File: config.mk
export PLATFORM = sky130hd
export DESIGN_NAME = uvsph_fifo
export DESIGN_NICKNAME = d
export VERILOG_FILES = /design/src/uvsph_pkg.sv /design/src/uvsph_fifo.sv
export SDC_FILE = /design/constraint.sdc
export NUM_CORES = 1
export LEC_CHECK = 0
export BUFFER_PORTS_ARGS = -buffer_cell sky130_fd_sc_hd__buf_2
export CAP_MARGIN = 20
export CORE_ASPECT_RATIO = 0.7
export CORE_UTILIZATION = 50
export DETAILED_ROUTE_END_ITERATION = 16
export GPL_TIMING_DRIVEN = 0
export MAX_ROUTING_LAYER = met4
export PLACE_DENSITY = 0.7
export REMOVE_ABC_BUFFERS = 1
export SLEW_MARGIN = 20
export SYNTH_ARGS = -nofsm -noshare
export SYNTH_HDL_FRONTEND = slang
export SYNTH_SLANG_ARGS = --single-unit
File: constraint.sdc
create_clock -name clk_i -period 6.5 [get_ports clk_i]
set_clock_uncertainty 0.2 [all_clocks]
set_input_delay 0.65 -clock clk_i [delete_from_list [all_inputs] [get_ports clk_i]]
set_output_delay 0.65 -clock clk_i [all_outputs]
set_load 0.1 [all_outputs]
File: src/uvsph_pkg.sv
// ----------------------------------------------------------------------------
// UV sphere generator package
// Shared types, constants and register codes for the UV sphere tessellator.
// ----------------------------------------------------------------------------
package uvsph_pkg;

  localparam int MaxSegments = 256;
  localparam int CntW        = 9;   // segment counts and grid indices
  localparam int NumW        = 25;  // dividend width of the grid divisions
  localparam int RecW        = 32;  // reciprocal width, 2^32 / count
  localparam int IdxW        = 17;  // vertex index width
  localparam int QDepth      = 4;
  localparam int QPtrW       = 2;
  localparam int QCntW       = 3;
  localparam int InDataW     = 24;
  localparam int OutDataW    = 184;
  localparam int CfgIdxW     = 3;
  localparam int CfgDataW    = 16;

  // Quarter-wave sine polynomial coefficients, Q14
  localparam logic [14:0] SinA    = 15'd25736;
  localparam logic [13:0] SinB    = 14'd10512;
  localparam logic [10:0] SinC    = 11'd1160;
  localparam logic [14:0] Quarter = 15'd16384;

  typedef enum logic [CfgIdxW-1:0] {
    REG_RADIUS    = 3'd0,
    REG_COLUMNS   = 3'd1,
    REG_ROWS      = 3'd2,
    REG_AZ_START  = 3'd3,
    REG_AZ_SPAN   = 3'd4,
    REG_POL_START = 3'd5,
    REG_POL_SPAN  = 3'd6
  } cfg_reg_e;

  typedef enum logic {
    OP_VERTEX = 1'b0,
    OP_CELL   = 1'b1
  } op_e;

  // Effective configuration as seen by the datapath
  typedef struct packed {
    logic [15:0]     radius;
    logic [CntW-1:0] cols;
    logic [CntW-1:0] rows;
    logic [15:0]     az_start;
    logic [15:0]     az_span;
    logic [15:0]     pol_start;
    logic [15:0]     pol_span;
    logic            top_closed;
    logic            bottom_closed;
    logic [RecW-1:0] recip_cols;
    logic [RecW-1:0] recip_rows;
  } cfg_t;

  // One work entry between front and back
  typedef struct packed {
    logic            is_tri;
    logic            last;
    logic            u_zero;
    logic [NumW-1:0] n_az;
    logic [NumW-1:0] n_pol;
    logic [NumW-1:0] n_u;
    logic [NumW-1:0] n_v;
    logic [IdxW-1:0] c_first;
    logic [IdxW-1:0] c_second;
    logic [IdxW-1:0] c_third;
  } qent_t;

  // Side data carried along the back pipeline
  typedef struct packed {
    logic            is_tri;
    logic            last;
    logic            u_zero;
    logic [IdxW-1:0] c_first;
    logic [IdxW-1:0] c_second;
    logic [IdxW-1:0] c_third;
  } meta_t;

endpackage

File: src/uvsph_fifo.sv
// ----------------------------------------------------------------------------
// UV sphere work queue
// Short queue of work entries between the front and back ends.
// ----------------------------------------------------------------------------
module uvsph_fifo (
  input  logic             clk_i,
  input  logic             rst_ni,
  input  logic             push_i,
  input  uvsph_pkg::qent_t data_i,
  output logic             ready_o,
  output logic             valid_o,
  output uvsph_pkg::qent_t data_o,
  input  logic             pop_i
);

  uvsph_pkg::qent_t mem_q [uvsph_pkg::QDepth];
  logic [uvsph_pkg::QPtrW-1:0] wr_q, rd_q;
  logic [uvsph_pkg::QCntW-1:0] cnt_q;

  assign ready_o = (cnt_q != 3'(uvsph_pkg::QDepth));
  assign valid_o = (cnt_q != '0);
  assign data_o  = mem_q[rd_q];

  // Store entries
  always_ff @(posedge clk_i) begin
    if (push_i) mem_q[wr_q] <= data_i;
  end

  // Advance pointers and count
  always_ff @(posedge clk_i or negedge rst_ni) begin
    if (!rst_ni) begin
      wr_q  <= '0;
      rd_q  <= '0;
      cnt_q <= '0;
    end else begin
      if (push_i) wr_q <= 2'(wr_q + 2'd1);
      if (pop_i)  rd_q <= 2'(rd_q + 2'd1);
      if (push_i && !pop_i)      cnt_q <= 3'(cnt_q + 3'd1);
      else if (pop_i && !push_i) cnt_q <= 3'(cnt_q - 3'd1);
    end
  end

  a_no_overflow: assert property (@(posedge clk_i) disable iff (!rst_ni)
    push_i |-> (cnt_q != 3'(uvsph_pkg::QDepth)))
    else $error("push into full queue");
  a_no_underflow: assert property (@(posedge clk_i) disable iff (!rst_ni)
    pop_i |-> (cnt_q != '0))
    else $error("pop from empty queue");
  a_cnt_range: assert property (@(posedge clk_i) disable iff (!rst_ni)
    cnt_q <= 3'(uvsph_pkg::QDepth))
    else $error("queue count out of range");
  a_cnt_step: assert property (@(posedge clk_i) disable iff (!rst_ni)
    (push_i && !pop_i) |=> (cnt_q == 3'($past(cnt_q) + 3'd1)))
    else $error("queue count failed to advance");

endmodule

==> metrics.csv <==
metric,value,unit
ys_ff_latch,623,
ys_types,19,
yosys_warnings,0,
cp-end-kind,primary output,
root_buffer,clkbuf_16,
reg2reg_slack,4140,ps
dieArea,46300,µm²
grt_antenna_before_repair,9,
initial_core_util,0.513,
yosysSeqAreaShare,0.821,
fp.coreArea,44300,µm²
cts_setup_buffers,0,
die_height,180,µm
numPlacedInstances,1732,
max_freq,255,MHz
fin_cells,1842,
tightest_slew,582,ps
hold_viol_final,0,
drcViolationCount,0,
htreeDepth,2,
yosysTopAreaCellShare,0.814,
synth_area_leaders,"edfxtp_1, mux4_2, buf_12",
min_delay_path_depth,2,
numCtsBuffers,56,
drtAntennaViolNets,0,
clock_latency,580,ps
nets,1361,
cts_buffer_depth,3,
dpl_cell_area,25200,µm²
ctsResizeCount,0,
syn_inst,840,
post-route-period-util,0.603,
firstDrtPassIters,5,
criticalPathCategory,flip-flop to primary output,
routabilityCongestion,0.704,
start_kind,flip-flop,
holdBufCountCts,1,
dp_hpwl,26300,µm
postRouteWirelength,41700,µm
hp-start,pop_i,
core.rowCount,64,
io_pins,314,
syn_to_final_growth,18.5,%
first_global_vias,10600,
rsz0062_at_grt,no,
synth_largest_area_cell,edfxtp_1,
min_period,3920,ps
grt.total_usage,0.187,
worstRegToRegCells,5,
arrival,3070,ps
cap_viol_max_count,0,
hold_path_class,primary input to flip-flop,
min_to,rd_q[0]$_DFFE_PN0P_,
grt_start_max_net_pins,50,
synth_area_per_cell,27.1,µm²
drive_above_1_share,0.456,
grt_remaining_overflow,0,
cp_max_fo,34,
via_per_inst,5.42,
path_clk_slew,60,ps
finalInstanceArea,26900,µm²
grt_pass1_wl,63500,µm
max_slew_margin,0.612,
r2r_end,mem_q[0][42]$_DFFE_PP_,
wire_per_inst,22.6,µm
cts_tree,yes,
cts.sinks,623,
r2r-start,wr_q[0]$_DFFE_PN0P_,
layout_common_cells,"edfxtp_1, buf_2, mux4_2",
critical_path_required,5650,ps
outcome,"complete, no violations",
final_common_cell,edfxtp_1,
netlist_area,22700,µm²
num_vias,9986,
initialDrtViolationCount,759,
setup_viol,0,
port_buffers,313,
die_w,257,µm
final-max-slew-violation-count,0,
==> worst max-delay path: stages, from the launching register on <==
cell     delay [ps]
dfrtp_4         680
buf_12          300
buf_16          260
buf_16          280
mux4_2          560
buf_2           320
==> Yosys cell counts (all sizes together) <==
cell type / n
fa: 1
nor2: 2
edfxtp: 616
ha: 5
clkbuf: 2
inv: 4
xnor2: 2
mux2: 1
or3: 1
xor2: 4
dfrtp: 7
nand2: 3
o21ai: 1
buf: 33
mux4: 154
and2: 4
==> metrics by stage <==
step / utilization / setup TNS, ps / setup WS (ps) / hold WS, ps
after floorplan: - / -218170 / -1420 / 154
after global placement: 0.557 / -1470950 / -4200 / 272
after detailed placement: 0.569 / 0 / 3100 / 277
after CTS: 0.608 / 0 / 2460 / 40.0
after global routing: 0.608 / 0 / 2340 / 42.3
final: 0.608 / 0 / 2580 / 74.2
==> layout make-up <==
cell class                      instances  area (µm²)
Sequential cell                       623       18700
Fill cell                            3039       17300
Multi-Input combinational cell        178        3680
Timing Repair Buffer                  334        2100
Clock buffer                           70        1480
Tap cell                              594         743
Clock inverter                         28         216
Antenna cell                           11        27.5
Inverter                                4        15.0
==> flip-flops by register name, indices dropped and copies added, names as in the netlist <==
signal / flops
cnt_q: 3
wr_q: 2
rd_q: 2
mem_q: 616
==> kinds of logic (layout without fill, tap and decap cells) <==
kind of cell	count (synthesis)	after routing	synth area share
flops	623	623	0.821
mux	155	155	0.153
buf+inv	39	436	0.0173
simple gates	10	10	0.00220
fa+ha+maj	6	6	0.00363
xor+xnor	6	6	0.00231
compound gates	1	1	0.000220
other cells	0	11	0
==> metal layers <==
layer,global-route usage,share of wire,vias to the layer above
met5,-,0,-
met4,0.0445,0.015,0
met3,0.0532,0.074,62
met2,0.287,0.50,323
met1,0.251,0.41,5216
li1,-,-,4385
==> worst max-delay path by stage <==
stage                              startpoint         end  slack (ps)  cells after the start
after global placement    rd_q[0]$_DFFE_PN0P_  data_o[52]       -4200                      2
after global routing      rd_q[0]$_DFFE_PN0P_  data_o[52]        2340                      5
after detailed placement  rd_q[0]$_DFFE_PN0P_  data_o[99]        3100                      5
after floorplan           rd_q[0]$_DFFE_PN0P_   data_o[0]       -1420                      1
after CTS                 rd_q[0]$_DFFE_PN0P_  data_o[99]        2460                      5
final                     rd_q[0]$_DFFE_PN0P_  data_o[99]        2580                      5
Power is not shown: default switching activity piles up to over one toggle a cycle in this logic, so the estimate is an artifact.
