## config.mk

```make
export PLATFORM = sky130hd
export DESIGN_NAME = uvsph_front
export DESIGN_NICKNAME = d
export VERILOG_FILES = /design/src/uvsph_pkg.sv /design/src/uvsph_front.sv
export SDC_FILE = /design/constraint.sdc
export NUM_CORES = 1
export LEC_CHECK = 0
export CORE_MARGIN = 3
export CORE_UTILIZATION = 62
export CTS_BUF_LIST = sky130_fd_sc_hd__clkbuf_16
export DETAILED_ROUTE_END_ITERATION = 10
export DONT_BUFFER_PORTS = 1
export GPL_TIMING_DRIVEN = 0
export PLACE_DENSITY = 0.79
export SKIP_CTS_REPAIR_TIMING = 1
export SYNTH_ARGS = -nofsm -noshare
export SYNTH_HDL_FRONTEND = slang
export SYNTH_SLANG_ARGS = --single-unit
```

## constraint.sdc

```tcl
create_clock -name clk_i -period 19.8 [get_ports clk_i]
set_clock_uncertainty 0.2 [all_clocks]
set_input_delay 0.99 -clock clk_i [delete_from_list [all_inputs] [get_ports clk_i]]
set_output_delay 0.99 -clock clk_i [all_outputs]
set_load 0.05 [all_outputs]
```

## src/uvsph_pkg.sv

```systemverilog
// ----------------------------------------------------------------------------
// UV sphere generator package
// Shared types, constants and register codes for the UV sphere tessellator.
// ----------------------------------------------------------------------------
package uvsph_pkg;

  localparam int MaxSegments = 256;
  localparam int CntW        = 9;   // segment counts and grid indices
  localparam int NumW        = 25;  // dividend width of the grid divisions
  localparam int RecW        = 32;  // reciprocal width, 2^32 / count
  localparam int IdxW        = 17;  // vertex index width
  localparam int QDepth      = 4;
  localparam int QPtrW       = 2;
  localparam int QCntW       = 3;
  localparam int InDataW     = 24;
  localparam int OutDataW    = 184;
  localparam int CfgIdxW     = 3;
  localparam int CfgDataW    = 16;

  // Quarter-wave sine polynomial coefficients, Q14
  localparam logic [14:0] SinA    = 15'd25736;
  localparam logic [13:0] SinB    = 14'd10512;
  localparam logic [10:0] SinC    = 11'd1160;
  localparam logic [14:0] Quarter = 15'd16384;

  typedef enum logic [CfgIdxW-1:0] {
    REG_RADIUS    = 3'd0,
    REG_COLUMNS   = 3'd1,
    REG_ROWS      = 3'd2,
    REG_AZ_START  = 3'd3,
    REG_AZ_SPAN   = 3'd4,
    REG_POL_START = 3'd5,
    REG_POL_SPAN  = 3'd6
  } cfg_reg_e;

  typedef enum logic {
    OP_VERTEX = 1'b0,
    OP_CELL   = 1'b1
  } op_e;

  // Effective configuration as seen by the datapath
  typedef struct packed {
    logic [15:0]     radius;
    logic [CntW-1:0] cols;
    logic [CntW-1:0] rows;
    logic [15:0]     az_start;
    logic [15:0]     az_span;
    logic [15:0]     pol_start;
    logic [15:0]     pol_span;
    logic            top_closed;
    logic            bottom_closed;
    logic [RecW-1:0] recip_cols;
    logic [RecW-1:0] recip_rows;
  } cfg_t;

  // One work entry between front and back
  typedef struct packed {
    logic            is_tri;
    logic            last;
    logic            u_zero;
    logic [NumW-1:0] n_az;
    logic [NumW-1:0] n_pol;
    logic [NumW-1:0] n_u;
    logic [NumW-1:0] n_v;
    logic [IdxW-1:0] c_first;
    logic [IdxW-1:0] c_second;
    logic [IdxW-1:0] c_third;
  } qent_t;

  // Side data carried along the back pipeline
  typedef struct packed {
    logic            is_tri;
    logic            last;
    logic            u_zero;
    logic [IdxW-1:0] c_first;
    logic [IdxW-1:0] c_second;
    logic [IdxW-1:0] c_third;
  } meta_t;

endpackage

```

## src/uvsph_front.sv

```systemverilog
// ----------------------------------------------------------------------------
// UV sphere front end
// Accepts items, classifies vertex and cell requests, emits work entries.
// ----------------------------------------------------------------------------
module uvsph_front (
  input  logic                          clk_i,
  input  logic                          rst_ni,
  input  uvsph_pkg::cfg_t               cfg_i,
  input  logic                          busy_i,
  input  logic                          s_axis_tvalid,
  output logic                          s_axis_tready,
  input  logic [uvsph_pkg::InDataW-1:0] s_axis_tdata,  // column, row
  input  logic                          s_axis_tuser,  // op
  output logic                          push_o,
  output uvsph_pkg::qent_t              push_data_o,
  input  logic                          q_ready_i
);

  logic                       vld_q, part_q;
  uvsph_pkg::op_e             op_q;
  logic [uvsph_pkg::CntW-1:0] col_q, row_q, col_c, row_c;
  logic                       is_vtx, top, bot, in_rng, has1, has2;
  logic                       sel_first, need_push, final_part, release_item;
  logic [uvsph_pkg::CntW:0]   stride;
  logic [uvsph_pkg::IdxW-1:0] ib, ia, ic, id;

  // Classify the held item
  always_comb begin
    is_vtx = (op_q == uvsph_pkg::OP_VERTEX);
    col_c  = (col_q > cfg_i.cols) ? cfg_i.cols : col_q;
    row_c  = (row_q > cfg_i.rows) ? cfg_i.rows : row_q;
    top    = (row_c == '0) && cfg_i.top_closed;
    bot    = !top && (row_c == cfg_i.rows) && cfg_i.bottom_closed;
    in_rng = (col_q < cfg_i.cols) && (row_q < cfg_i.rows);
    has1   = (row_q != '0) || !cfg_i.top_closed;
    has2   = (row_q != 9'(cfg_i.rows - 9'd1)) || !cfg_i.bottom_closed;
    stride = {1'b0, cfg_i.cols} + 10'd1;
    ib     = 17'(17'(row_q) * 17'(stride)) + 17'(col_q);
    ia     = 17'(ib + 17'd1);
    ic     = 17'(ib + 17'(stride));
    id     = 17'(ia + 17'(stride));
    sel_first  = has1 && !part_q;
    need_push  = is_vtx || (in_rng && (has1 || has2));
    final_part = is_vtx || !(has1 && has2) || part_q;
  end

  // Build the work entry
  always_comb begin
    push_data_o          = '0;
    push_data_o.is_tri   = !is_vtx;
    push_data_o.last     = is_vtx || !sel_first || !has2;
    push_data_o.n_az     = 25'(25'(col_c) * 25'(cfg_i.az_span));
    push_data_o.n_pol    = 25'(25'(row_c) * 25'(cfg_i.pol_span));
    push_data_o.n_v      = {row_c, 16'd0};
    push_data_o.u_zero   = bot && (col_c == '0);
    if (top) begin
      push_data_o.n_u = {col_c, 1'b1, 15'd0};
    end else if (bot) begin
      push_data_o.n_u = {10'({col_c, 1'b0} - 10'd1), 15'd0};
    end else begin
      push_data_o.n_u = {col_c, 16'd0};
    end
    if (!is_vtx) begin
      if (sel_first) begin
        push_data_o.c_first  = ia;
        push_data_o.c_second = ib;
        push_data_o.c_third  = id;
      end else begin
        push_data_o.c_first  = ib;
        push_data_o.c_second = ic;
        push_data_o.c_third  = id;
      end
    end
  end

  assign push_o        = vld_q && need_push && q_ready_i;
  assign release_item  = vld_q && (!need_push || (q_ready_i && final_part));
  assign s_axis_tready = !busy_i && (!vld_q || release_item);

  // Hold the item until all its entries are pushed
  always_ff @(posedge clk_i or negedge rst_ni) begin
    if (!rst_ni) begin
      vld_q  <= 1'b0;
      part_q <= 1'b0;
    end else if (s_axis_tvalid && s_axis_tready) begin
      vld_q  <= 1'b1;
      part_q <= 1'b0;
    end else if (release_item) begin
      vld_q  <= 1'b0;
    end else if (push_o) begin
      part_q <= 1'b1;
    end
  end

  always_ff @(posedge clk_i) begin
    if (s_axis_tvalid && s_axis_tready) begin
      op_q  <= uvsph_pkg::op_e'(s_axis_tuser);
      col_q <= s_axis_tdata[8:0];
      row_q <= s_axis_tdata[17:9];
    end
  end

endmodule

```

==> impl_metrics.yaml <==
global_routing:
  grt_pass1_wl_microns: 68900
  antenna_found_initial: 12
  gr-total-overflow: 0
  grt_pass1_vias: 14000
  grt_max_degree: 14
  grt_usage_pct: 29.6
place:
  dpl_worst_slack_ns: 9.29
  gp_congestion: 0.953
  io_buffers: 0
  dp_hpwl_microns: 35600
clock_tree:
  cts.sinks: 21
  h-tree-depth: 1
  insertion_delay_ns: 0.27
  cts_buffer_depth: 2
  cts_buffers: 3
  clk_pin_slew_ns: 0.07
  cts_root_buf: "clkbuf_16"
  cts_tree: "built"
logic_synthesis:
  synth-simple-area-share_pct: 21.8
  synth_compound_area_share_pct: 9.95
  synth.distinct_cells: 89
  syn_area_sq_mm: 0.0165
  synth-edff-count: 19
  ys_top_cells_by_area: "fa_1 (32%), ha_1 (14%), inv_1 (8.2%), and2_1 (6.5%), nand2_1 (5.7%)"
  ys_seq_elements: 21
  syn_area_per_cell_sq_um: 8.21
  synth_fa_ha_area_share_pct: 45.3
  synth_mux_area_share_pct: 0.607
  syn_inst: 2009
  synthXorXnorAreaFrac_pct: 7.21
  yosysWarnings: 0
  ys.flop_type: "edfxtp_1"
  yosysTopAreaCell: "fa_1"
  synth_top_family_by_area: "adder cells"
  yosysSeqAreaShare_pct: 3.76
  yosysTopAreaCellShare_pct: 31.7
  async_flop_share_pct: 9.52
setup_path:
  max_stage_delay_ns: 1.08
  critical_path.top_delay_family: "adder cells"
  cp_num_cells: 28
  crit_start: "cfg_i[139]"
  worstReg2RegStart: "row_q[0]"
  critPathMaxFanout: 11
  crit_slowest_cell: "xnor2_1"
  rr_worst_depth: 10
  criticalPathCategory: "input port to output pin"
  end_kind: "output pin"
  crit_arrival_ns: 9.47
  start_kind: "input port"
  required_ns: 18.61
  crit_buf_inv: 5
  reg2reg_to: "op_q"
  reg2reg_slack_ns: 15.60
  worstSetupEndpoint: "push_data_o[15]"
floorplanning:
  die_w_microns: 169
  pin_count: 350
  start_util_pct: 63.1
  fp.coreArea_sq_mm: 0.0261
  fp.dieH_microns: 169
  dieArea_sq_mm: 0.0286
  placementRows: 59
sta:
  hold_viol_final: 0
  timing.fmax_mhz: 93.8
  fin_setup_tns_ns: 0
  slew_headroom_pct: 7.79
  slew_violations: 0
  period_minus_slack_ns: 10.66
  finalCritPeriodShare_pct: 53.9
  tightest_slew_ns: 1.37
  layout_setup_ws_ns: 9.14
  setup_violations: 0
  rsz0062_at_grt: "false"
detailed_routing:
  wire_per_inst_microns: 17.7
  routed-via-count: 13700
  ant_nets: 0
  via_per_inst: 5.72
  drt_first_pass_iters: 5
  routed_wl_microns: 42200
  drcViolationCount: 0
  initialDrtViolationCount: 965
cells_and_area:
  syn2layout_area_growth_pct: 4.08
  final_core_util_pct: 65.7
  fin_nets: 2679
  drive_gt1_share_pct: 5.23
run_status:
  status: "completed"
flow_run:
  drv_cap: 0
worst_hold_path:
  hp-class: "input port to asynchronous set/reset pin"
## area by class of cell
| class | count | area [sq um] |
|---|---|---|
| Timing Repair Buffer | 1 | 11.3 |
| Multi-Input combinational cell | 1555 | 14100 |
| Antenna cell | 9 | 22.5 |
| Clock buffer | 3 | 75.1 |
| Buffer | 101 | 522 |
| Inverter | 362 | 1360 |
| Sequential cell | 21 | 621 |
| Fill cell | 2224 | 8970 |
| Tap cell | 335 | 419 |
| Clock inverter | 1 | 5.00 |
## cell usage in the layout (no fill, tap or decap), drive strengths merged, types with 15 or more instances in the layout
master	instances
conb	31
nor2	89
nor3	21
nand2	251
buf	65
or3	15
xnor2	90
a21o	19
ha	179
inv	362
fa	261
clkbuf	40
nor2b	45
a21oi	87
nand3	27
nand2b	18
o21ai	43
and2	172
edfxtp	19
xor2	39
## synthesized netlist by cell type, drive strengths merged, types with 21 or more instances
master,instances
xor2,39
a21oi,87
and2,172
fa,261
xnor2,90
inv,362
nand2,251
clkbuf,37
nor2,89
ha,179
o21ai,43
nor2b,45
nor3,21
nand3,27
buf,64
## how the worst min path moves through the flow
stage / start / end / slack, ns
after floorplan: part_q / part_q / 0.28
after global placement: part_q / part_q / 0.35
after detailed placement: part_q / part_q / 0.35
after CTS: rst_ni / vld_q / 0.21
after global routing: rst_ni / vld_q / 0.20
final: rst_ni / vld_q / 0.21
## flip-flops by register name, summed over array words and instances, names as in the netlist
name,flops
row_q,9
vld_q,1
col_q,9
part_q,1
op_q,1
## kinds of logic after synthesis
logic type / after synthesis
AND/OR/NAND/NOR: 705
buffers and inverters: 463
flip-flops: 21
multiplexers: 9
XOR/XNOR: 129
adder cells (fa/ha/maj): 440
AO/OA/AOI/OAI: 241
other: 1
## routing by layer
| layer | share of wire [%] | vias up | wire [microns] | GRT usage, % |
|---|---|---|---|---|
| met1 | 39 | 6686 | 16400 | 37.3 |
| met2 | 49 | 537 | 20700 | 50.8 |
| li1 | - | 6331 | - | - |
| met4 | 3.7 | 6 | 1570 | 10.4 |
| met5 | 0.11 | - | 46 | 0 |
| met3 | 8.5 | 99 | 3600 | 6.45 |
## through the flow
stage                     std cells  hold WS, ns  cell area [sq um]
final                          2388        0.210              17200
after floorplan                2039        0.279              16600
after CTS                      2379        0.209              17100
after global routing           2387        0.198              17200
after global placement         2374        0.349              17000
after detailed placement       2375        0.354              17100
Power is left out: the tool's default activity adds up to more than one toggle a clock period on the data nets, which glitch-free logic cannot reach.
