**config.mk**
```make
export PLATFORM = sky130hd
export DESIGN_NAME = uvsph_cfg
export DESIGN_NICKNAME = d
export VERILOG_FILES = /design/src/uvsph_pkg.sv /design/src/uvsph_cfg.sv
export SDC_FILE = /design/constraint.sdc
export NUM_CORES = 1
export LEC_CHECK = 0
export BUFFER_PORTS_ARGS = -buffer_cell sky130_fd_sc_hd__clkbuf_2
export CAP_MARGIN = 20
export CORE_MARGIN = 1
export CORE_UTILIZATION = 50
export CTS_CLUSTER_SIZE = 10
export DETAILED_ROUTE_END_ITERATION = 8
export PLACE_DENSITY = 0.78
export SETUP_SLACK_MARGIN = 0.1
export SLEW_MARGIN = 20
export SYNTH_ARGS = -nofsm -noshare
export SYNTH_HDL_FRONTEND = slang
export SYNTH_SLANG_ARGS = --single-unit
```
**constraint.sdc**
```tcl
create_clock -name clk_i -period 5.9 [get_ports clk_i]
set_clock_uncertainty 0.2 [all_clocks]
set_input_delay 1.18 -clock clk_i [delete_from_list [all_inputs] [get_ports clk_i]]
set_output_delay 1.18 -clock clk_i [all_outputs]
set_load 0.03 [all_outputs]
```
**src/uvsph_pkg.sv**
```systemverilog
// ----------------------------------------------------------------------------
// UV sphere generator package
// Shared types, constants and register codes for the UV sphere tessellator.
// ----------------------------------------------------------------------------
package uvsph_pkg;

  localparam int MaxSegments = 256;
  localparam int CntW        = 9;   // segment counts and grid indices
  localparam int NumW        = 25;  // dividend width of the grid divisions
  localparam int RecW        = 32;  // reciprocal width, 2^32 / count
  localparam int IdxW        = 17;  // vertex index width
  localparam int QDepth      = 4;
  localparam int QPtrW       = 2;
  localparam int QCntW       = 3;
  localparam int InDataW     = 24;
  localparam int OutDataW    = 184;
  localparam int CfgIdxW     = 3;
  localparam int CfgDataW    = 16;

  // Quarter-wave sine polynomial coefficients, Q14
  localparam logic [14:0] SinA    = 15'd25736;
  localparam logic [13:0] SinB    = 14'd10512;
  localparam logic [10:0] SinC    = 11'd1160;
  localparam logic [14:0] Quarter = 15'd16384;

  typedef enum logic [CfgIdxW-1:0] {
    REG_RADIUS    = 3'd0,
    REG_COLUMNS   = 3'd1,
    REG_ROWS      = 3'd2,
    REG_AZ_START  = 3'd3,
    REG_AZ_SPAN   = 3'd4,
    REG_POL_START = 3'd5,
    REG_POL_SPAN  = 3'd6
  } cfg_reg_e;

  typedef enum logic {
    OP_VERTEX = 1'b0,
    OP_CELL   = 1'b1
  } op_e;

  // Effective configuration as seen by the datapath
  typedef struct packed {
    logic [15:0]     radius;
    logic [CntW-1:0] cols;
    logic [CntW-1:0] rows;
    logic [15:0]     az_start;
    logic [15:0]     az_span;
    logic [15:0]     pol_start;
    logic [15:0]     pol_span;
    logic            top_closed;
    logic            bottom_closed;
    logic [RecW-1:0] recip_cols;
    logic [RecW-1:0] recip_rows;
  } cfg_t;

  // One work entry between front and back
  typedef struct packed {
    logic            is_tri;
    logic            last;
    logic            u_zero;
    logic [NumW-1:0] n_az;
    logic [NumW-1:0] n_pol;
    logic [NumW-1:0] n_u;
    logic [NumW-1:0] n_v;
    logic [IdxW-1:0] c_first;
    logic [IdxW-1:0] c_second;
    logic [IdxW-1:0] c_third;
  } qent_t;

  // Side data carried along the back pipeline
  typedef struct packed {
    logic            is_tri;
    logic            last;
    logic            u_zero;
    logic [IdxW-1:0] c_first;
    logic [IdxW-1:0] c_second;
    logic [IdxW-1:0] c_third;
  } meta_t;

endpackage

```
**src/uvsph_cfg.sv**
```systemverilog
// ----------------------------------------------------------------------------
// UV sphere configuration registers
// Holds the registers, clamps them and computes 2^32/count reciprocals.
// ----------------------------------------------------------------------------
module uvsph_cfg (
  input  logic                           clk_i,
  input  logic                           rst_ni,
  input  logic                           cfg_valid_i,
  output logic                           cfg_ready_o,
  input  logic [uvsph_pkg::CfgIdxW-1:0]  cfg_index_i,
  input  logic [uvsph_pkg::CfgDataW-1:0] cfg_data_i,
  output uvsph_pkg::cfg_t                cfg_o,
  output logic                           busy_o
);

  logic [15:0] radius_q, az_start_q, az_span_q, pol_start_q, pol_span_q;
  logic [uvsph_pkg::CntW-1:0] cols_q, rows_q, cols_eff, rows_eff;
  logic        busy_q;
  logic [5:0]  step_q;
  logic [uvsph_pkg::CntW-1:0] rem_c_q, rem_r_q;
  logic [uvsph_pkg::CntW:0]   rem_c_n, rem_r_n;
  logic [uvsph_pkg::RecW-1:0] rec_c_q, rec_r_q;
  logic        div_bit, start;
  logic [16:0] pol_end;

  assign cfg_ready_o = 1'b1;
  assign start = cfg_valid_i && (cfg_index_i == uvsph_pkg::REG_COLUMNS ||
                                 cfg_index_i == uvsph_pkg::REG_ROWS);

  // Write registers
  always_ff @(posedge clk_i or negedge rst_ni) begin
    if (!rst_ni) begin
      radius_q    <= 16'd256;
      cols_q      <= 9'd32;
      rows_q      <= 9'd16;
      az_start_q  <= 16'd0;
      az_span_q   <= 16'd65535;
      pol_start_q <= 16'd0;
      pol_span_q  <= 16'd32768;
    end else if (cfg_valid_i) begin
      case (cfg_index_i)
        uvsph_pkg::REG_RADIUS:    radius_q    <= cfg_data_i;
        uvsph_pkg::REG_COLUMNS:   cols_q      <= cfg_data_i[uvsph_pkg::CntW-1:0];
        uvsph_pkg::REG_ROWS:      rows_q      <= cfg_data_i[uvsph_pkg::CntW-1:0];
        uvsph_pkg::REG_AZ_START:  az_start_q  <= cfg_data_i;
        uvsph_pkg::REG_AZ_SPAN:   az_span_q   <= cfg_data_i;
        uvsph_pkg::REG_POL_START: pol_start_q <= cfg_data_i;
        uvsph_pkg::REG_POL_SPAN:  pol_span_q  <= cfg_data_i;
        default: ;
      endcase
    end
  end

  // Clamp segment counts
  always_comb begin
    cols_eff = cols_q;
    if (cols_q < 9'd3) cols_eff = 9'd3;
    else if (cols_q > 9'(uvsph_pkg::MaxSegments)) cols_eff = 9'(uvsph_pkg::MaxSegments);
    rows_eff = rows_q;
    if (rows_q < 9'd2) rows_eff = 9'd2;
    else if (rows_q > 9'(uvsph_pkg::MaxSegments)) rows_eff = 9'(uvsph_pkg::MaxSegments);
  end

  // Restoring division of 2^32 by both counts, one quotient bit a cycle
  assign div_bit = (step_q == 6'd0);
  assign rem_c_n = {rem_c_q, div_bit};
  assign rem_r_n = {rem_r_q, div_bit};

  always_ff @(posedge clk_i or negedge rst_ni) begin
    if (!rst_ni) begin
      busy_q  <= 1'b0;
      step_q  <= 6'd0;
      rem_c_q <= '0;
      rem_r_q <= '0;
      rec_c_q <= 32'h0800_0000;
      rec_r_q <= 32'h1000_0000;
    end else if (start) begin
      busy_q  <= 1'b1;
      step_q  <= 6'd0;
      rem_c_q <= '0;
      rem_r_q <= '0;
    end else if (busy_q) begin
      if (rem_c_n >= {1'b0, cols_eff}) begin
        rem_c_q <= 9'(rem_c_n - {1'b0, cols_eff});
        rec_c_q <= {rec_c_q[30:0], 1'b1};
      end else begin
        rem_c_q <= rem_c_n[8:0];
        rec_c_q <= {rec_c_q[30:0], 1'b0};
      end
      if (rem_r_n >= {1'b0, rows_eff}) begin
        rem_r_q <= 9'(rem_r_n - {1'b0, rows_eff});
        rec_r_q <= {rec_r_q[30:0], 1'b1};
      end else begin
        rem_r_q <= rem_r_n[8:0];
        rec_r_q <= {rec_r_q[30:0], 1'b0};
      end
      step_q <= 6'(step_q + 6'd1);
      if (step_q == 6'd32) busy_q <= 1'b0;
    end
  end

  assign pol_end = {1'b0, pol_start_q} + {1'b0, pol_span_q};

  always_comb begin
    cfg_o.radius        = (radius_q < 16'd256) ? 16'd256 : radius_q;
    cfg_o.cols          = cols_eff;
    cfg_o.rows          = rows_eff;
    cfg_o.az_start      = az_start_q;
    cfg_o.az_span       = az_span_q;
    cfg_o.pol_start     = pol_start_q;
    cfg_o.pol_span      = pol_span_q;
    cfg_o.top_closed    = (pol_start_q == 16'd0);
    cfg_o.bottom_closed = (pol_end >= 17'd32768);
    cfg_o.recip_cols    = rec_c_q;
    cfg_o.recip_rows    = rec_r_q;
  end

  assign busy_o = busy_q;

endmodule

```
==> impl_results.md, run 1 <==
* Vias at approximately 6300
* Final setup violation count at 0
* Ports at between 150 and 200
* Worst setup startpoint: pol_start_q[13]
* FF-to-FF setup slack at around 2.6 ns
* M1 WL at just over 9 mm
* Post-placement cell count at ~1100
* Hold Crit Class: register to register
* Post-synth EDFFs at 0
* Post-CTS Setup Bufs at 0
* Min Tclk post-route at 3.846 ns
* Period utilization at approximately 65%
* Fmax at about 260 MHz
* Root Driver: clkbuf_16
* Number of max-cap violations at 0
* R2r endpoint: rem_r_q[0]
* CTS tree: built
* Most frequent cells in the layout: clkbuf_2 (185), dfrtp_1 (165), mux2_2 (155), nand2_1 (38), ha_1 (36)
* Final setup TNS at 0 ns
* Setup slack after layout at 2.054 ns
* Final hold slack at 0.2919 ns
* Commonest non-fill, non-tap cell in the layout: clkbuf_2
* Initial antenna violation count at 0
* Final Power at 0.006218 W
* Die area at 18170 µm²
* Synth Flop Type: dfrtp_1
* Sequential fraction of the synthesis area at about 53%
* Mux share of post-synthesis cell area at between 10% and 20%
* Netlist cell types at between 50 and 60
* Via-to-Cell Ratio at ~5.6
* VDD IR max at 0.0003895 V
* Highest routed metal layer: met4
* Cells on worst reg2reg path at 9
* Via count of the first global-routing pass at 6253
* CTS Buf Count at 17
* CP bufs+invs at 1
* Synth Instances at 700
* Routed wl met3 at about 1 mm
* Core Footprint at roughly 17000 µm²
* Hold Buf Count CTS at 0
* Synth warn at 0
* Routability Congestion at roughly 0.93
* Adder-Cell Fraction of Synth Area at just under 6%
* Sequential standard cell area at 4707 µm²
* Synth Area in Compound Gates at under 10%
* Slew Viols, Final at 0
* Final WL at between 20 and 25 mm
* Final hold violations at 0
* Initial Utilization at around half
* Slew headroom at between 20% and 30%
* Place WS at approximately 2.5 ns
* Post-Synth Simple-Gate Area at roughly 7.7%
* #FFs+latches synth at around 190
* Clk buf depth at 2
* Synthesized area at a little under 9000 µm²
* CP peak stage delay at 0.41 ns
* Synth Net Count at 761
* PwrDens at approximately 590 nW/µm²
* WL per Instance at between 15 and 20 µm
* Crit path launch type: register
* Kind of critical path: register to primary output
* H-tree depth at 4
* Crit path max fanout at 4
* RSZ-0062 raised after global routing: no
* Die Wd at 134.8 µm
* Rows at between 40 and 50
* Largest net degree at the start of global routing at approximately 120
* WL met2 at 9.971 mm
* Largest family of logic cells by synthesized area: multiplexers
* Filler cells at approximately 1400
* Leakage at ~5 nW
* Pre-antenna DRT Iters at 5
* DR iter-0 viols at slightly below 400
* Antenna cells at 0
* All-Layer GR Usage at about a quarter
* Worst EP required at around 4.5 ns
* Worst-Margin Slew at 1.058 ns
* CP Depth at 7
* Synth Area in XOR/XNOR at 1.291%
* Worst path slowest cell: dfrtp_1
* Reg2Reg Launch Point: rows_q[6]
* Delay-heaviest family, CP: compound AO/OA/AOI/OAI gates
* Worst-Skew Late Latency at 0.42 ns
* Final layout net count at around 940
* Status: finished, final reports clean
* DPL Wire Length at 14.56 mm
* Post-synth ARST share at between 90% and 100%
* Syn Area/Cell at around 13 µm²
* Die Y-Extent at 134.8 µm
* IO Port Bufs at 186
* GRT overflow at 0
* ANT nets after route at 0
* DRC viols at 0
* Area delta synth->final at 19.38%
* Share of cells above drive strength 1 at between 40% and 50%
* First-pass GRT wire length at about 33 mm
* Post-CTS sizing at 0
* Setup crit end kind: primary output
* CP endpoint: cfg_o[64]
* Crit path DAT at around 2.5 ns
* Non-Filler Instances at 1116
* Clock sinks at ~190
* Critical path, cell by cell: ha_1 > a21o_1 > a211o_1 > or3_1 > a211oi_1 > a2bb2oi_1 > clkbuf_2
* Area of the multi-input gates at 3851 µm²
* Clock slew at reported path FFs at roughly 0.070 ns
[Yosys cell counts, types with 3 or more instances]
cell,instances,area [µm²]
a211oi_1,4,30.03
o21ai_0,26,130.1
and3_1,5,31.28
a32oi_1,4,35.03
nor4_1,8,50.05
clkbuf_1,21,78.83
a21oi_1,18,90.09
mux2_2,155,1745
and2_1,10,62.56
o31ai_1,10,75.07
xnor2_1,6,52.55
dfstp_2,22,578.1
a21o_1,8,60.06
inv_1,25,93.84
o211ai_1,4,30.03
xor2_1,7,61.31
o31a_1,4,35.03
nor2b_1,5,31.28
buf_6,3,33.78
dfrtp_1,165,4129
o22ai_1,3,18.77
nand2_1,38,142.6
or3_1,4,25.02
ha_1,36,450.4
a31oi_1,10,62.56
nand2b_1,5,31.28
o21a_1,4,30.03
buf_2,7,35.03
nand3_1,18,90.09
o21ai_1,3,15.01
fa_1,3,60.06
nor2_1,21,78.83
nor3_1,4,20.02
[layer usage]
layer / vias to the layer above / track usage, %
met3: 32 / 4.730
li1: 2892 / -
met5: - / 0
met2: 171 / 37.74
met4: 0 / 9.675
met1: 3164 / 31.93
[cells by family (layout without fill, tap and decap cells)]
| family | Yosys count | count (layout) |
|---|---|---|
| multiplexers | 156 | 156 |
| AO/OA/AOI/OAI | 113 | 113 |
| buffers and inverters | 60 | 251 |
| flip-flops | 187 | 187 |
| XOR/XNOR | 13 | 13 |
| adder cells (fa/ha/maj) | 39 | 39 |
| other | 1 | 1 |
| AND/OR/NAND/NOR | 131 | 131 |
[worst min path at each step]
stage               startpoint         end  slack (ns)  depth (start not counted)
floorplan           rem_c_q[8]  rem_c_q[8]        0.26                          2
global placement    rem_r_q[8]  rem_r_q[8]        0.27                          2
detailed placement  rem_r_q[8]  rem_r_q[8]        0.28                          2
CTS                 rem_r_q[8]  rem_r_q[8]        0.29                          2
global route        rem_r_q[8]  rem_r_q[8]        0.32                          2
finish              rem_r_q[8]  rem_r_q[8]        0.29                          2
[sequential cells by signal, summed over array words and instances, names as in the netlist]
name	cells
rec_c_q	32
rec_r_q	32
az_span_q	16
az_start_q	16
pol_span_q	16
pol_start_q	16
radius_q	16
cols_q	9
rem_c_q	9
rem_r_q	9
rows_q	9
step_q	6
busy_o	1
[worst register-to-register path: stages (launching register included)]
cell and delay (ns):
dfrtp_1 0.40, nor4_1 0.28, nand2_1 0.14, o31ai_1 0.21, nand2_1 0.12, ha_1 0.39
nand4_2 0.16, o31ai_1 0.85, nor2_1 0.15, o311ai_0 0.33
[stage by stage]
step / util (%) / area, µm²
after global placement: 57.59 / 9926
after CTS: 61.07 / 10530
after floorplan: - / 8817
after detailed placement: 57.59 / 9926
final: 61.07 / 10530
after global routing: 61.07 / 10530
[cell type report]
class / count / share of cell area (%)
clock buffers: 20 / 4.434
multi-input cells: 453 / 36.59
clock inverters: 12 / 1.272
well taps: 225 / 2.674
flip-flops and latches: 187 / 44.72
repair buffers: 192 / 9.355
inverters: 27 / 0.9628
[report_power, final]
part / internal [W] / total (W) / switching [W]
sequential: 0.00178 / 0.00213 / 0.000359
combinational: 0.00110 / 0.00292 / 0.00182
clock: 0.000663 / 0.00116 / 0.000497
total: 0.00354 / 0.00622 / 0.00268
No activity file was read; power rests on OpenSTA's default activity.
==> inputs of run 2 (changes only) <==
Clock period 5.9 ns to 3.82 ns, I/O delays scaled along.
==> impl_results.md, run 2 (synthesis results as in run 1) <==
* Status: finished, final reports clean
* Number of max-cap violations at 0
* ANT nets after route at 0
* Internal at 0.005467 W
* Final hold violations at 0
* Clock sinks at 187
* Leakage at about 5.0 nW
* Die Y-Extent at ~130 µm
* Seq pwr share at 34.4%
* Largest net degree at the start of global routing at 87
* Final WL at between 20 and 25 mm
* GRT overflow at 0
* Ports at 188
* DRC viols at 0
* Pre-antenna DRT Iters at 4
* Switching share of power at between 40 and 50%
* Post-CTS Setup Bufs at 0
* Delay-heaviest family, CP: compound AO/OA/AOI/OAI gates
* Worst path slowest cell: dfrtp_1
* Reg2Reg Launch Point: cols_q[6]
* Root Driver: clkbuf_16
* Worst-Skew Late Latency at 0.43 ns
* Routability Congestion at a little under 0.9
* Worst EP required at 2.86 ns
* Layout Utilization at around 61%
* Rows at 48
* Initial Utilization at about half
* Final setup TNS at 0 ns
* Setup crit end kind: primary output
* Via count of the first global-routing pass at between 6000 and 7000
* CP peak stage delay at roughly 0.43 ns
* Crit path DAT at ~2.5 ns
* Cells on worst reg2reg path at 12
* Initial antenna violation count at 0
* Slew headroom at between 30% and 40%
* Core Footprint at 17240 µm²
* CTS tree: built
* Hold Buf Count CTS at 0
* FF-to-FF setup slack at about 0.61 ns
* First-pass GRT wire length at approximately 32 mm
* Fmax at about 290 MHz
* Hold Crit Class: input port to asynchronous set/reset pin
* Via-to-Cell Ratio at 5.518
* Final layout net count at 944
* Final setup violation count at 0
* Most frequent cells in the layout: clkbuf_2 (185), dfrtp_1 (165), mux2_2 (155), nand2_1 (38), ha_1 (36)
* Period utilization at roughly nine tenths
* Antenna cells at 0
* Psw at between 0.004 and 0.005 W
* DPL Wire Length at 14.42 mm
* CP bufs+invs at 1
* Clock slew at reported path FFs at around 0.07 ns
* Crit path launch type: register
* Min Tclk post-route at 3.465 ns
* Final Power at about 0.0096 W
* Worst setup startpoint: pol_start_q[13]
* Share of cells above drive strength 1 at 47.10%
* R2r endpoint: rem_c_q[0]
* Slew Viols, Final at 0
* CTS Buf Count at 17
* Die area at 18170 µm²
* WL per Instance at 17.86 µm
* Die Wd at between 100 and 150 µm
* Critical path, cell by cell: ha_1 > a21o_1 > a211o_1 > or3_1 > a211oi_1 > a2bb2oi_1 > clkbuf_2
* VDD IR max at about 0.00067 V
* Commonest non-fill, non-tap cell in the layout: clkbuf_2
* IO Port Bufs at around 190
* H-tree depth at 4
* Crit path max fanout at 4
* Logic pwr share at between 40% and 50%
* Post-CTS sizing at 0
* DR iter-0 viols at roughly 360
* Area delta synth->final at 20.21%
* Kind of critical path: register to primary output
* All-Layer GR Usage at 23.05%
* PwrDens at 908.0 nW/µm²
* Clock power frac at a little under a fifth
* Clk buf depth at 2
* Vias at roughly 6200
* Worst-Margin Slew at 0.9489 ns
* RSZ-0062 raised after global routing: no
* Top flop regs: rec_c_q x32, rec_r_q x32
## run 2: per-layer routing
metal	vias to the layer above	GRT usage [%]	wire length, µm
met1	3089	30.65	8870
met2	165	37.06	9708
li1	2901	-	-
met4	0	8.365	420
met5	-	0	0
met3	31	5.218	1024
## run 2: area by class of cell
class / count / area (µm²)
Clock inverter: 15 / 185.2
Fill cell: 1364 / 6638
Tap cell: 225 / 281.5
Inverter: 27 / 101.3
Multi-Input combinational cell: 453 / 3851
Clock buffer: 17 / 425.4
Sequential cell: 187 / 4707
Timing Repair Buffer: 197 / 1047
## run 2: how the worst max path moves through the flow
stage | depth (start not counted) | slack, ns | end
finish | 7 | 0.35 | cfg_o[64]
global route | 7 | 0.27 | cfg_o[64]
CTS | 7 | 0.34 | cfg_o[64]
detailed placement | 10 | 0.66 | rem_r_q[8]
global placement | 10 | 0.67 | rem_r_q[8]
floorplan | 11 | 0.38 | rem_c_q[0]
## run 2: metrics by stage
step | hold slack [ns] | instances | worst slack [ns] | cell area, µm²
after CTS | 0.1943 | 1121 | 0.3404 | 10600
after global routing | 0.2196 | 1121 | 0.2747 | 10600
after detailed placement | 0.2885 | 1089 | 0.6585 | 9988
final | 0.1790 | 1121 | 0.3549 | 10600
after floorplan | 0.2563 | 700 | 0.3784 | 8817
after global placement | 0.2715 | 1089 | 0.6659 | 9988
## run 2: power by group through the flow
stage | Clock (W) | Sequential [W] | Combinational, W
after CTS | 0.00185 | 0.00331 | 0.00452
final | 0.00181 | 0.00331 | 0.00451
after global placement | 0 | 0.00330 | 0.00443
after floorplan | 0 | 0.00419 | 0.00239
after detailed placement | 0 | 0.00333 | 0.00451
after global routing | 0.00192 | 0.00341 | 0.00488
